File: config.mk
export PLATFORM = sky130hd
export DESIGN_NAME = word_tokenizer_with_hash
export DESIGN_NICKNAME = d
export VERILOG_FILES = /design/src/rtl/wth_pkg.sv /design/src/rtl/wth_front.sv /design/src/rtl/wth_queue.sv /design/src/rtl/wth_back.sv /design/src/rtl/word_tokenizer_with_hash.sv
export SDC_FILE = /design/constraint.sdc
export NUM_CORES = 2
export LEC_CHECK = 0
export BUFFER_PORTS_ARGS = -buffer_cell sky130_fd_sc_hd__buf_2
export CAP_MARGIN = 10
export CORE_MARGIN = 2
export CORE_UTILIZATION = 60
export DETAILED_ROUTE_END_ITERATION = 10
export MAX_ROUTING_LAYER = met4
export PLACE_DENSITY = 0.89
export SLEW_MARGIN = 20
export SYNTH_ARGS = -nofsm -noshare
export SYNTH_HDL_FRONTEND = slang
export SYNTH_SLANG_ARGS = --single-unit
File: constraint.sdc
create_clock -name clk_i -period 38.8 [get_ports clk_i]
set_input_delay 3.88 -clock clk_i [delete_from_list [all_inputs] [get_ports clk_i]]
set_output_delay 3.88 -clock clk_i [all_outputs]
set_load 0.01 [all_outputs]
File: src/rtl/wth_pkg.sv
// Shared types, constants and hash/class helpers for the word tokenizer.
`default_nettype none

package wth_pkg;

  localparam int MAX_LINE_LEN = 4096;
  localparam int MAX_LINES    = 65536;

  localparam int BYTE_W = 8;
  localparam int CLS_W  = 2;
  localparam int LINE_W = 16;
  localparam int POS_W  = $clog2(MAX_LINE_LEN);
  localparam int LEN_W  = $clog2(MAX_LINE_LEN + 1);
  localparam int HASH_W = 64;

  localparam logic [HASH_W-1:0] HASH_SEED  = 64'h0000_0000_8422_2325;
  localparam logic [8:0]        PRIME_LOW  = 9'h1B3;
  localparam int                PRIME_SHFT = 40;

  localparam logic [CLS_W-1:0] CLS_SPACE = 2'd0;
  localparam logic [CLS_W-1:0] CLS_WORD  = 2'd1;
  localparam logic [CLS_W-1:0] CLS_OTHER = 2'd2;

  localparam int CFG_IDX_W = 4;
  localparam int CFG_DAT_W = 8;
  localparam logic [CFG_IDX_W-1:0] CFG_IGNORE_CASE   = 4'd0;
  localparam logic [CFG_IDX_W-1:0] CFG_IGNORE_SPACES = 4'd1;

  // Queue of result pairs; depth must stay a power of two (pointers wrap).
  localparam int QDEPTH = 4;
  localparam int QPTR_W = $clog2(QDEPTH);
  localparam int QCNT_W = $clog2(QDEPTH + 1);

  // Output tdata: line, start, length, hash from the lowest bit up.
  localparam int TDATA_BITS = LINE_W + POS_W + LEN_W + HASH_W;
  localparam int TDATA_W    = ((TDATA_BITS + 7) / 8) * 8;

  typedef struct packed {
    logic [CLS_W-1:0]  cls;
    logic [LINE_W-1:0] line;
    logic [POS_W-1:0]  start;
    logic [LEN_W-1:0]  len;
    logic [HASH_W-1:0] hash;
  } word_t;

  typedef struct packed {
    logic  two;
    word_t w0;
    word_t w1;
  } pair_t;

  typedef struct packed {
    logic full;
    logic empty;
  } q_stat_t;

  function automatic logic [HASH_W-1:0] mix_byte(input logic [HASH_W-1:0] h,
                                                 input logic [BYTE_W-1:0] b);
    logic [HASH_W-1:0] x;
    x = h ^ {{(HASH_W - BYTE_W){b[BYTE_W-1]}}, b};
    // multiply by 2^40 + 0x1B3
    return (x * {{(HASH_W - 9){1'b0}}, PRIME_LOW}) + (x << PRIME_SHFT);
  endfunction

  function automatic logic [CLS_W-1:0] class_of(input logic [BYTE_W-1:0] b);
    logic [CLS_W-1:0] c;
    if (b == 8'h20 || b == 8'h09) begin
      c = CLS_SPACE;
    end else if (b inside {[8'h30:8'h39], [8'h41:8'h5A], [8'h61:8'h7A], 8'h5F}) begin
      c = CLS_WORD;
    end else begin
      c = CLS_OTHER;
    end
    return c;
  endfunction

  function automatic logic [BYTE_W-1:0] fold_case(input logic [BYTE_W-1:0] b,
                                                  input logic en);
    logic [BYTE_W-1:0] r;
    r = b;
    if (en && b inside {[8'h41:8'h5A]}) begin
      r = b | 8'h20;
    end
    return r;
  endfunction

endpackage

`default_nettype wire

File: src/rtl/wth_front.sv
// Front end: takes bytes, keeps the open word and pushes finished words as pairs.
`default_nettype none

module wth_front import wth_pkg::*; (
  input  wire logic                 clk_i,
  input  wire logic                 rst_ni,
  input  wire logic                 in_valid_i,
  output logic                      in_ready_o,
  input  wire logic [BYTE_W-1:0]    text_byte_i,
  input  wire logic                 byte_valid_i,
  input  wire logic                 end_of_line_i,
  input  wire logic                 new_chunk_i,
  input  wire logic                 cfg_valid_i,
  input  wire logic [CFG_IDX_W-1:0] cfg_index_i,
  input  wire logic [CFG_DAT_W-1:0] cfg_data_i,
  input  wire q_stat_t              q_stat_i,
  output logic                      push_o,
  output pair_t                     pair_o
);

  logic              ign_case_q, ign_sp_q;
  logic              in_word_q, in_word_d;
  logic [CLS_W-1:0]  cls_q, cls_d;
  logic [HASH_W-1:0] hash_q, hash_d;
  logic [POS_W-1:0]  start_q, start_d;
  logic [LEN_W-1:0]  len_q, len_d;
  logic [POS_W-1:0]  pos_q, pos_d;
  logic [LINE_W-1:0] line_q, line_d;

  logic              acc;
  logic [BYTE_W-1:0] b;
  logic [CLS_W-1:0]  cls_b;
  logic [HASH_W-1:0] mixed;
  logic [1:0]        n;
  word_t             w0, w1, rec;

  assign in_ready_o = !q_stat_i.full;
  assign acc        = in_valid_i && in_ready_o;
  assign b          = fold_case(text_byte_i, ign_case_q);
  assign cls_b      = class_of(b);

  always_comb begin
    in_word_d = in_word_q;
    cls_d     = cls_q;
    hash_d    = hash_q;
    start_d   = start_q;
    len_d     = len_q;
    pos_d     = pos_q;
    line_d    = line_q;
    n         = 2'd0;
    w0        = '0;
    w1        = '0;
    rec       = '0;
    mixed     = '0;

    // chunk mark: close the open word on its old line, then restart numbering
    if (new_chunk_i) begin
      if (in_word_d && !(ign_sp_q && cls_d == CLS_SPACE)) begin
        rec = '{cls: cls_d, line: line_d, start: start_d, len: len_d, hash: hash_d};
        if (n == 2'd0) w0 = rec; else w1 = rec;
        n = n + 2'd1;
      end
      in_word_d = 1'b0;
      line_d    = '0;
      pos_d     = '0;
    end

    mixed = mix_byte((in_word_d && cls_b == cls_d) ? hash_d : HASH_SEED, b);

    if (byte_valid_i) begin
      if (in_word_d && cls_b == cls_d) begin
        if (len_d < LEN_W'(MAX_LINE_LEN)) len_d = len_d + LEN_W'(1);
        hash_d = mixed;
      end else begin
        if (in_word_d && !(ign_sp_q && cls_d == CLS_SPACE)) begin
          rec = '{cls: cls_d, line: line_d, start: start_d, len: len_d, hash: hash_d};
          if (n == 2'd0) w0 = rec; else w1 = rec;
          n = n + 2'd1;
        end
        in_word_d = 1'b1;
        cls_d     = cls_b;
        hash_d    = mixed;
        start_d   = pos_d;
        len_d     = LEN_W'(1);
      end
      if (pos_d < POS_W'(MAX_LINE_LEN - 1)) pos_d = pos_d + POS_W'(1);
    end

    if (end_of_line_i) begin
      if (in_word_d && !(ign_sp_q && cls_d == CLS_SPACE)) begin
        rec = '{cls: cls_d, line: line_d, start: start_d, len: len_d, hash: hash_d};
        if (n == 2'd0) w0 = rec; else w1 = rec;
        n = n + 2'd1;
      end
      in_word_d = 1'b0;
      pos_d     = '0;
      if (line_d != LINE_W'(MAX_LINES - 1)) line_d = line_d + LINE_W'(1);
    end
  end

  assign push_o = acc && (n != 2'd0);
  assign pair_o = '{two: (n == 2'd2), w0: w0, w1: w1};

  always_ff @(posedge clk_i or negedge rst_ni) begin
    if (!rst_ni) begin
      ign_case_q <= 1'b0;
      ign_sp_q   <= 1'b0;
    end else if (cfg_valid_i) begin
      if (cfg_index_i == CFG_IGNORE_CASE)   ign_case_q <= cfg_data_i[0];
      if (cfg_index_i == CFG_IGNORE_SPACES) ign_sp_q   <= cfg_data_i[0];
    end
  end

  always_ff @(posedge clk_i or negedge rst_ni) begin
    if (!rst_ni) begin
      in_word_q <= 1'b0;
      cls_q     <= CLS_SPACE;
      hash_q    <= HASH_SEED;
      start_q   <= '0;
      len_q     <= '0;
      pos_q     <= '0;
      line_q    <= '0;
    end else if (acc) begin
      in_word_q <= in_word_d;
      cls_q     <= cls_d;
      hash_q    <= hash_d;
      start_q   <= start_d;
      len_q     <= len_d;
      pos_q     <= pos_d;
      line_q    <= line_d;
    end
  end

  // an open word always holds at least one byte
  a_open_len: assert property (@(posedge clk_i) disable iff (!rst_ni)
    in_word_q |-> (len_q != '0))
    else $error("open word with zero length");

endmodule

`default_nettype wire

File: src/rtl/wth_queue.sv
// Short queue of result pairs between the front end and the output stage.
`default_nettype none

module wth_queue import wth_pkg::*; (
  input  wire logic  clk_i,
  input  wire logic  rst_ni,
  input  wire logic  push_i,
  input  wire pair_t pair_i,
  input  wire logic  pop_i,
  output pair_t      pair_o,
  output q_stat_t    stat_o
);

  pair_t             mem_q [QDEPTH];
  logic [QPTR_W-1:0] wr_ptr_q, rd_ptr_q;
  logic [QCNT_W-1:0] cnt_q;

  assign pair_o       = mem_q[rd_ptr_q];
  assign stat_o.full  = (cnt_q == QCNT_W'(QDEPTH));
  assign stat_o.empty = (cnt_q == '0);

  always_ff @(posedge clk_i) begin
    if (push_i) mem_q[wr_ptr_q] <= pair_i;
  end

  always_ff @(posedge clk_i or negedge rst_ni) begin
    if (!rst_ni) begin
      wr_ptr_q <= '0;
      rd_ptr_q <= '0;
      cnt_q    <= '0;
    end else begin
      if (push_i) wr_ptr_q <= wr_ptr_q + QPTR_W'(1);
      if (pop_i)  rd_ptr_q <= rd_ptr_q + QPTR_W'(1);
      case ({push_i, pop_i})
        2'b10:   cnt_q <= cnt_q + QCNT_W'(1);
        2'b01:   cnt_q <= cnt_q - QCNT_W'(1);
        default: cnt_q <= cnt_q;
      endcase
    end
  end

  a_no_overflow: assert property (@(posedge clk_i) disable iff (!rst_ni)
    push_i |-> !stat_o.full)
    else $error("push into a full queue");

  a_no_underflow: assert property (@(posedge clk_i) disable iff (!rst_ni)
    pop_i |-> !stat_o.empty)
    else $error("pop from an empty queue");

  a_cnt_range: assert property (@(posedge clk_i) disable iff (!rst_ni)
    cnt_q <= QCNT_W'(QDEPTH))
    else $error("queue count out of range");

endmodule

`default_nettype wire

File: src/rtl/wth_back.sv
// Output stage: unpacks queued pairs into one word beat each.
`default_nettype none

module wth_back import wth_pkg::*; (
  input  wire logic          clk_i,
  input  wire logic          rst_ni,
  input  wire pair_t         pair_i,
  input  wire q_stat_t       q_stat_i,
  output logic               pop_o,
  output logic               out_valid_o,
  input  wire logic          out_ready_i,
  output word_t              word_o,
  output logic               last_o
);

  pair_t hold_q;
  logic  hold_valid_q;
  logic  idx_q;
  logic  beat, done;

  assign beat        = hold_valid_q && out_ready_i;
  assign done        = idx_q || !hold_q.two;
  assign pop_o       = !q_stat_i.empty && (!hold_valid_q || (beat && done));
  assign out_valid_o = hold_valid_q;
  assign word_o      = idx_q ? hold_q.w1 : hold_q.w0;
  assign last_o      = done;

  always_ff @(posedge clk_i) begin
    if (pop_o) hold_q <= pair_i;
  end

  always_ff @(posedge clk_i or negedge rst_ni) begin
    if (!rst_ni) begin
      hold_valid_q <= 1'b0;
      idx_q        <= 1'b0;
    end else if (pop_o) begin
      hold_valid_q <= 1'b1;
      idx_q        <= 1'b0;
    end else if (beat) begin
      // advance to the second word, or drain
      if (!done) begin
        idx_q <= 1'b1;
      end else begin
        hold_valid_q <= 1'b0;
        idx_q        <= 1'b0;
      end
    end
  end

  a_idx_pair: assert property (@(posedge clk_i) disable iff (!rst_ni)
    idx_q |-> (hold_valid_q && hold_q.two))
    else $error("second word selected without a pair");

endmodule

`default_nettype wire

File: src/rtl/word_tokenizer_with_hash.sv
// Top level of the word tokenizer with 64-bit word hash.
//
//  channel  dir  handshake                  payload
//  s_axis   in   s_axis_tvalid/tready      tdata text byte, tuser flags, tlast end of line
//  m_axis   out  m_axis_tvalid/tready      tdata word fields, tuser class, tlast last of item
//  cfg      in   cfg_valid_i/cfg_ready_o   cfg_index_i register, cfg_data_i value (bit 0)
//
// One input byte per cycle; the open word's hash step (one 64x9 multiply and a
// shift-add) runs in the same cycle the byte is taken.
// Each finished word is one output beat; an item that closes two words holds the
// output for two beats, absorbed by a four-entry queue of word pairs.
// Input stalls only when that queue is full; cfg_ready_o is always high.
// Reset clears all word state at once; no clearing pass.
`default_nettype none

module word_tokenizer_with_hash import wth_pkg::*; (
  input  wire logic                 clk_i,
  input  wire logic                 rst_ni,
  input  wire logic                 s_axis_tvalid,
  output logic                      s_axis_tready,
  input  wire logic [7:0]           s_axis_tdata,  // text_byte
  input  wire logic [1:0]           s_axis_tuser,  // byte_valid, new_chunk
  input  wire logic                 s_axis_tlast,  // end_of_line
  output logic                      m_axis_tvalid,
  input  wire logic                 m_axis_tready,
  output logic [TDATA_W-1:0]        m_axis_tdata,  // line_index, start_pos, word_len, word_hash
  output logic [1:0]                m_axis_tuser,  // word_class
  output logic                      m_axis_tlast,  // last_of_run
  input  wire logic                 cfg_valid_i,
  output logic                      cfg_ready_o,
  input  wire logic [CFG_IDX_W-1:0] cfg_index_i,
  input  wire logic [CFG_DAT_W-1:0] cfg_data_i
);

  q_stat_t q_stat;
  pair_t   push_pair, head_pair;
  logic    push, pop;
  word_t   word;

  assign cfg_ready_o = 1'b1;

  wth_front u_front (
    .clk_i        (clk_i),
    .rst_ni       (rst_ni),
    .in_valid_i   (s_axis_tvalid),
    .in_ready_o   (s_axis_tready),
    .text_byte_i  (s_axis_tdata),
    .byte_valid_i (s_axis_tuser[0]),
    .end_of_line_i(s_axis_tlast),
    .new_chunk_i  (s_axis_tuser[1]),
    .cfg_valid_i  (cfg_valid_i),
    .cfg_index_i  (cfg_index_i),
    .cfg_data_i   (cfg_data_i),
    .q_stat_i     (q_stat),
    .push_o       (push),
    .pair_o       (push_pair)
  );

  wth_queue u_queue (
    .clk_i (clk_i),
    .rst_ni(rst_ni),
    .push_i(push),
    .pair_i(push_pair),
    .pop_i (pop),
    .pair_o(head_pair),
    .stat_o(q_stat)
  );

  wth_back u_back (
    .clk_i      (clk_i),
    .rst_ni     (rst_ni),
    .pair_i     (head_pair),
    .q_stat_i   (q_stat),
    .pop_o      (pop),
    .out_valid_o(m_axis_tvalid),
    .out_ready_i(m_axis_tready),
    .word_o     (word),
    .last_o     (m_axis_tlast)
  );

  assign m_axis_tuser = word.cls;
  assign m_axis_tdata = {{(TDATA_W - TDATA_BITS){1'b0}},
                         word.hash, word.len, word.start, word.line};

endmodule

`default_nettype wire
==> qor.log <==
[global_route] maximum number of pins on one net before global-route repair 155
[timing] number of hold violations in the final report 0
[timing] slew at the pin closest to its max-slew limit 1.14 ns
[cells_and_area] Fillers 6407
[setup_path] critical path data arrival time 13.55 ns
[timing] worst clock skew on the final layout 0.0506 ns
[global_route] global-route congestion overflow total 0
[cells_and_area] nets 4594
[routing] number of remaining DRC errors 0
[yosys] share of synthesized cell area in full adder, half adder and majority cells 0.117
[place] post-detail-place hpwl 88300 um
[timing] final setup TNS 0 ns
[clock_network] Clock transition at path regs 0.06 ns
[timing] final worst path period need 13.14 ns
[place] routability-driven placement congestion ratio 0.973
[cells_and_area] FF+latch area 35600 sq um
[yosys] EDFF count, synth 1075
[setup_path] most frequent cell on the critical path sky130_fd_sc_hd__o21ai_0
[setup_path] Crit path largest cell delay 0.79 ns
[clock_network] total clock buffers created by CTS 113
[yosys] mux cell area share after synthesis 0.115
[yosys] largest family of logic cells by synthesized area adder cells
[die] total I/O pin count 146
[clock_network] Skew-Pair Late Insertion Delay 0.72 ns
[outcome] outcome completed
[yosys] post-synthesis cell type count 83
[global_route] number of global-route vias before repair 36000
[hold_path] Min-Delay Path Class flip-flop to flip-flop
[timing] setup ws final 25.66 ns
[die] starting utilization of the core area 0.608
[clock_network] count of H-tree levels built during CTS 3
[timing] Setup violations, final 0
[setup_path] required time worst endpoint 39.21 ns
[cells_and_area] Synth-to-Final Area Change 9.42%
[clock_network] Post-CTS Repair Setup Buffers 0
[yosys] warnings from Yosys 0
[cells_and_area] leading cell type in the layout, fill and taps excluded sky130_fd_sc_hd__edfxtp_1
[timing] share of the cycle needed by the critical path after routing 0.339
[yosys] xor and xnor area share after synthesis 0.0318
[routing] routed via count 34500
[routing] average wire length per cell after detail routing 24.9 um
[yosys] async set-or-reset flop fraction in the synthesized netlist 0.109
[setup_path] Worst Path Max Fanout 46
[global_route] number of antenna violations at the first check in global routing 10
[routing] mean number of vias per cell 6.23
[cells_and_area] final core occ 0.665
[global_route] All-Layer GR Usage 0.282
[setup_path] critical path capture point type flip-flop
[yosys] simple logic cell fraction of the synthesized area 0.0512
[cells_and_area] share of final-layout standard cells stronger than drive strength 1 0.170
[timing] setup repair after global routing missed its margin no
[die] # rows 115
[routing] WL final 138000 um
[timing] worst hold slack 0.491 ns
[timing] Rel. slew slack 0.238
[routing] number of nets still failing antenna checks after routing 0
[flow_run] maximum capacitance violations 0
[setup_path] CP Class input port to flip-flop
[timing] max-slew violation total from the final report 0
[yosys] #FFs+latches synth 1206
[setup_path] element type at the critical path start input port
[cells_and_area] Multi-input gate area 22100 sq um
[yosys] share of synthesized area occupied by flip-flops and latches 0.593
[clock_network] post-cts hold buffer count 0
[clock_network] TritonCTS clock tree yes
[routing] detailed-routing iteration count for the pre-antenna-repair pass 7
[clock_network] Clock Sink Count 1206
[die] die span in x 320 um
[place] Port-buffer cells 130
[yosys] Compound-Gate Fraction of Synth Area 0.0520
[place] setup slack at placement 25.09 ns
[setup_path] library cell contributing the largest single delay on the critical path sky130_fd_sc_hd__xnor2_1
[die] Die Ht 320 um
[routing] initial DRC count 3570
[global_route] global-route wire length before repair 212000 um
[die] Core Footprint 98700 sq um
[die] die area 103000 sq um
[cells_and_area] top library cells by usage in the layout, fill and taps aside sky130_fd_sc_hd__edfxtp_1 (1075), sky130_fd_sc_hd__inv_1 (434), sky130_fd_sc_hd__nand2_1 (296)
[yosys] Main synth FF type sky130_fd_sc_hd__edfxtp_1
[yosys] mean cell area of the mapped netlist 14.9 sq um
[yosys] synthesized cell area 60000 sq um
[timing] timing-limited maximum frequency 76.1 MHz
[yosys] Post-Synthesis Cells 4038
[clock_network] count of cells resized by post-cts repair 0
[clock_network] master cell of the clock root buffer sky130_fd_sc_hd__clkbuf_16
[clock_network] CTS Buffer Depth 3
==> per-layer routing <==
layer / vias up / wire length [um] / global-route usage / part of all wire
li1: 14900 / - / - / -
met1: 17600 / 52500 / 0.353 / 0.38
met2: 1639 / 70000 / 0.469 / 0.51
met3: 298 / 10700 / 0.0480 / 0.078
met4: 0 / 4570 / 0.0970 / 0.033
met5: - / 0 / - / 0
==> cell type report <==
type,instances,area share
tap,1287,0.0245
clock inverter,58,0.00963
inverter,435,0.0249
timing repair buffer,171,0.0158
clock buffer,156,0.0465
antenna,8,0.000305
sequential,1206,0.542
multi-input combinational,2216,0.336
==> final timing paths <==
check	start	depth (start not counted)	slack, ns	to
min in group asynchronous	rst_ni	1	3.03	u_front.line_q[11]
hold reg to reg	u_front.pos_q[1]	1	0.49	u_front.pos_q[1]
max in group asynchronous	rst_ni	2	34.71	u_front.hash_q[45]
hold / removal	u_front.pos_q[1]	1	0.49	u_front.pos_q[1]
setup reg to reg	u_front.ign_case_q	26	28.83	u_queue.mem_q[0][150]
setup / recovery	s_axis_tdata[7]	27	25.66	u_queue.mem_q[0][150]
==> kinds of logic after synthesis <==
family,count (synthesis)
AOI/OAI and AO/OA,502
xor gates and xnor gates,218
muxes,401
other,2
adders and majority gates,423
buffers and inverters,622
and+or+nand+nor,664
DFF,1206
==> Yosys cell counts (11+ instances only) <==
master | count | area (sq um)
sky130_fd_sc_hd__xnor2_1 | 172 | 1510
sky130_fd_sc_hd__o21ai_0 | 187 | 936
sky130_fd_sc_hd__buf_1 | 43 | 161
sky130_fd_sc_hd__mux4_2 | 215 | 4840
sky130_fd_sc_hd__fa_1 | 227 | 4540
sky130_fd_sc_hd__and3_1 | 16 | 100
sky130_fd_sc_hd__buf_2 | 13 | 65.1
sky130_fd_sc_hd__mux2_1 | 11 | 124
sky130_fd_sc_hd__a21o_1 | 42 | 315
sky130_fd_sc_hd__nand2_1 | 298 | 1120
sky130_fd_sc_hd__mux2_2 | 129 | 1450
sky130_fd_sc_hd__clkbuf_1 | 116 | 435
sky130_fd_sc_hd__edfxtp_1 | 1075 | 32300
sky130_fd_sc_hd__a211oi_1 | 12 | 90.1
sky130_fd_sc_hd__nand3_1 | 56 | 280
sky130_fd_sc_hd__nand4_1 | 23 | 144
sky130_fd_sc_hd__a31oi_1 | 25 | 156
sky130_fd_sc_hd__ha_1 | 196 | 2450
sky130_fd_sc_hd__nor2_1 | 135 | 507
sky130_fd_sc_hd__mux2i_1 | 46 | 460
sky130_fd_sc_hd__o21bai_1 | 11 | 82.6
sky130_fd_sc_hd__nor2b_1 | 47 | 294
sky130_fd_sc_hd__a22o_1 | 38 | 333
sky130_fd_sc_hd__xor2_1 | 46 | 403
sky130_fd_sc_hd__inv_1 | 434 | 1630
sky130_fd_sc_hd__nor3_1 | 13 | 65.1
sky130_fd_sc_hd__dfrtp_1 | 121 | 3030
sky130_fd_sc_hd__and2_1 | 25 | 156
sky130_fd_sc_hd__a21oi_1 | 113 | 566
==> stage by stage <==
stage          instance area, sq um  std cells
2_1_floorplan                 60000       4044
3_3_place_gp                  61900       5313
3_5_place_dp                  61900       5313
4_1_cts                       65500       5527
5_1_grt                       65600       5535
6_report                      65600       5537
==> registers in the layout, indices dropped and copies added, names as in the netlist <==
signal / flops
u_queue.mem_q: 860
u_back.hold_q: 215
u_front.hash_q: 64
u_front.line_q: 16
u_front.len_q: 13
u_front.pos_q: 12
u_front.start_q: 12
u_queue.cnt_q: 3
u_front.cls_q: 2
u_queue.rd_ptr_q: 2
u_queue.wr_ptr_q: 2
u_back.idx_q: 1
u_back.out_valid_o: 1
u_front.ign_case_q: 1
u_front.ign_sp_q: 1
u_front.in_word_q: 1
==> critical path: cells and delay by family <==
family                   cells  cell delay [ns]
multiplexers                 1             0.15
adder cells (fa/ha/maj)      6             2.49
buffers and inverters        4             1.04
AO/OA/AOI/OAI                7             2.59
XOR/XNOR                     2             0.99
AND/OR/NAND/NOR              7             2.34
Power is left out: the tool's default activity adds up to more than one toggle a clock period on the data nets, which glitch-free logic cannot reach.
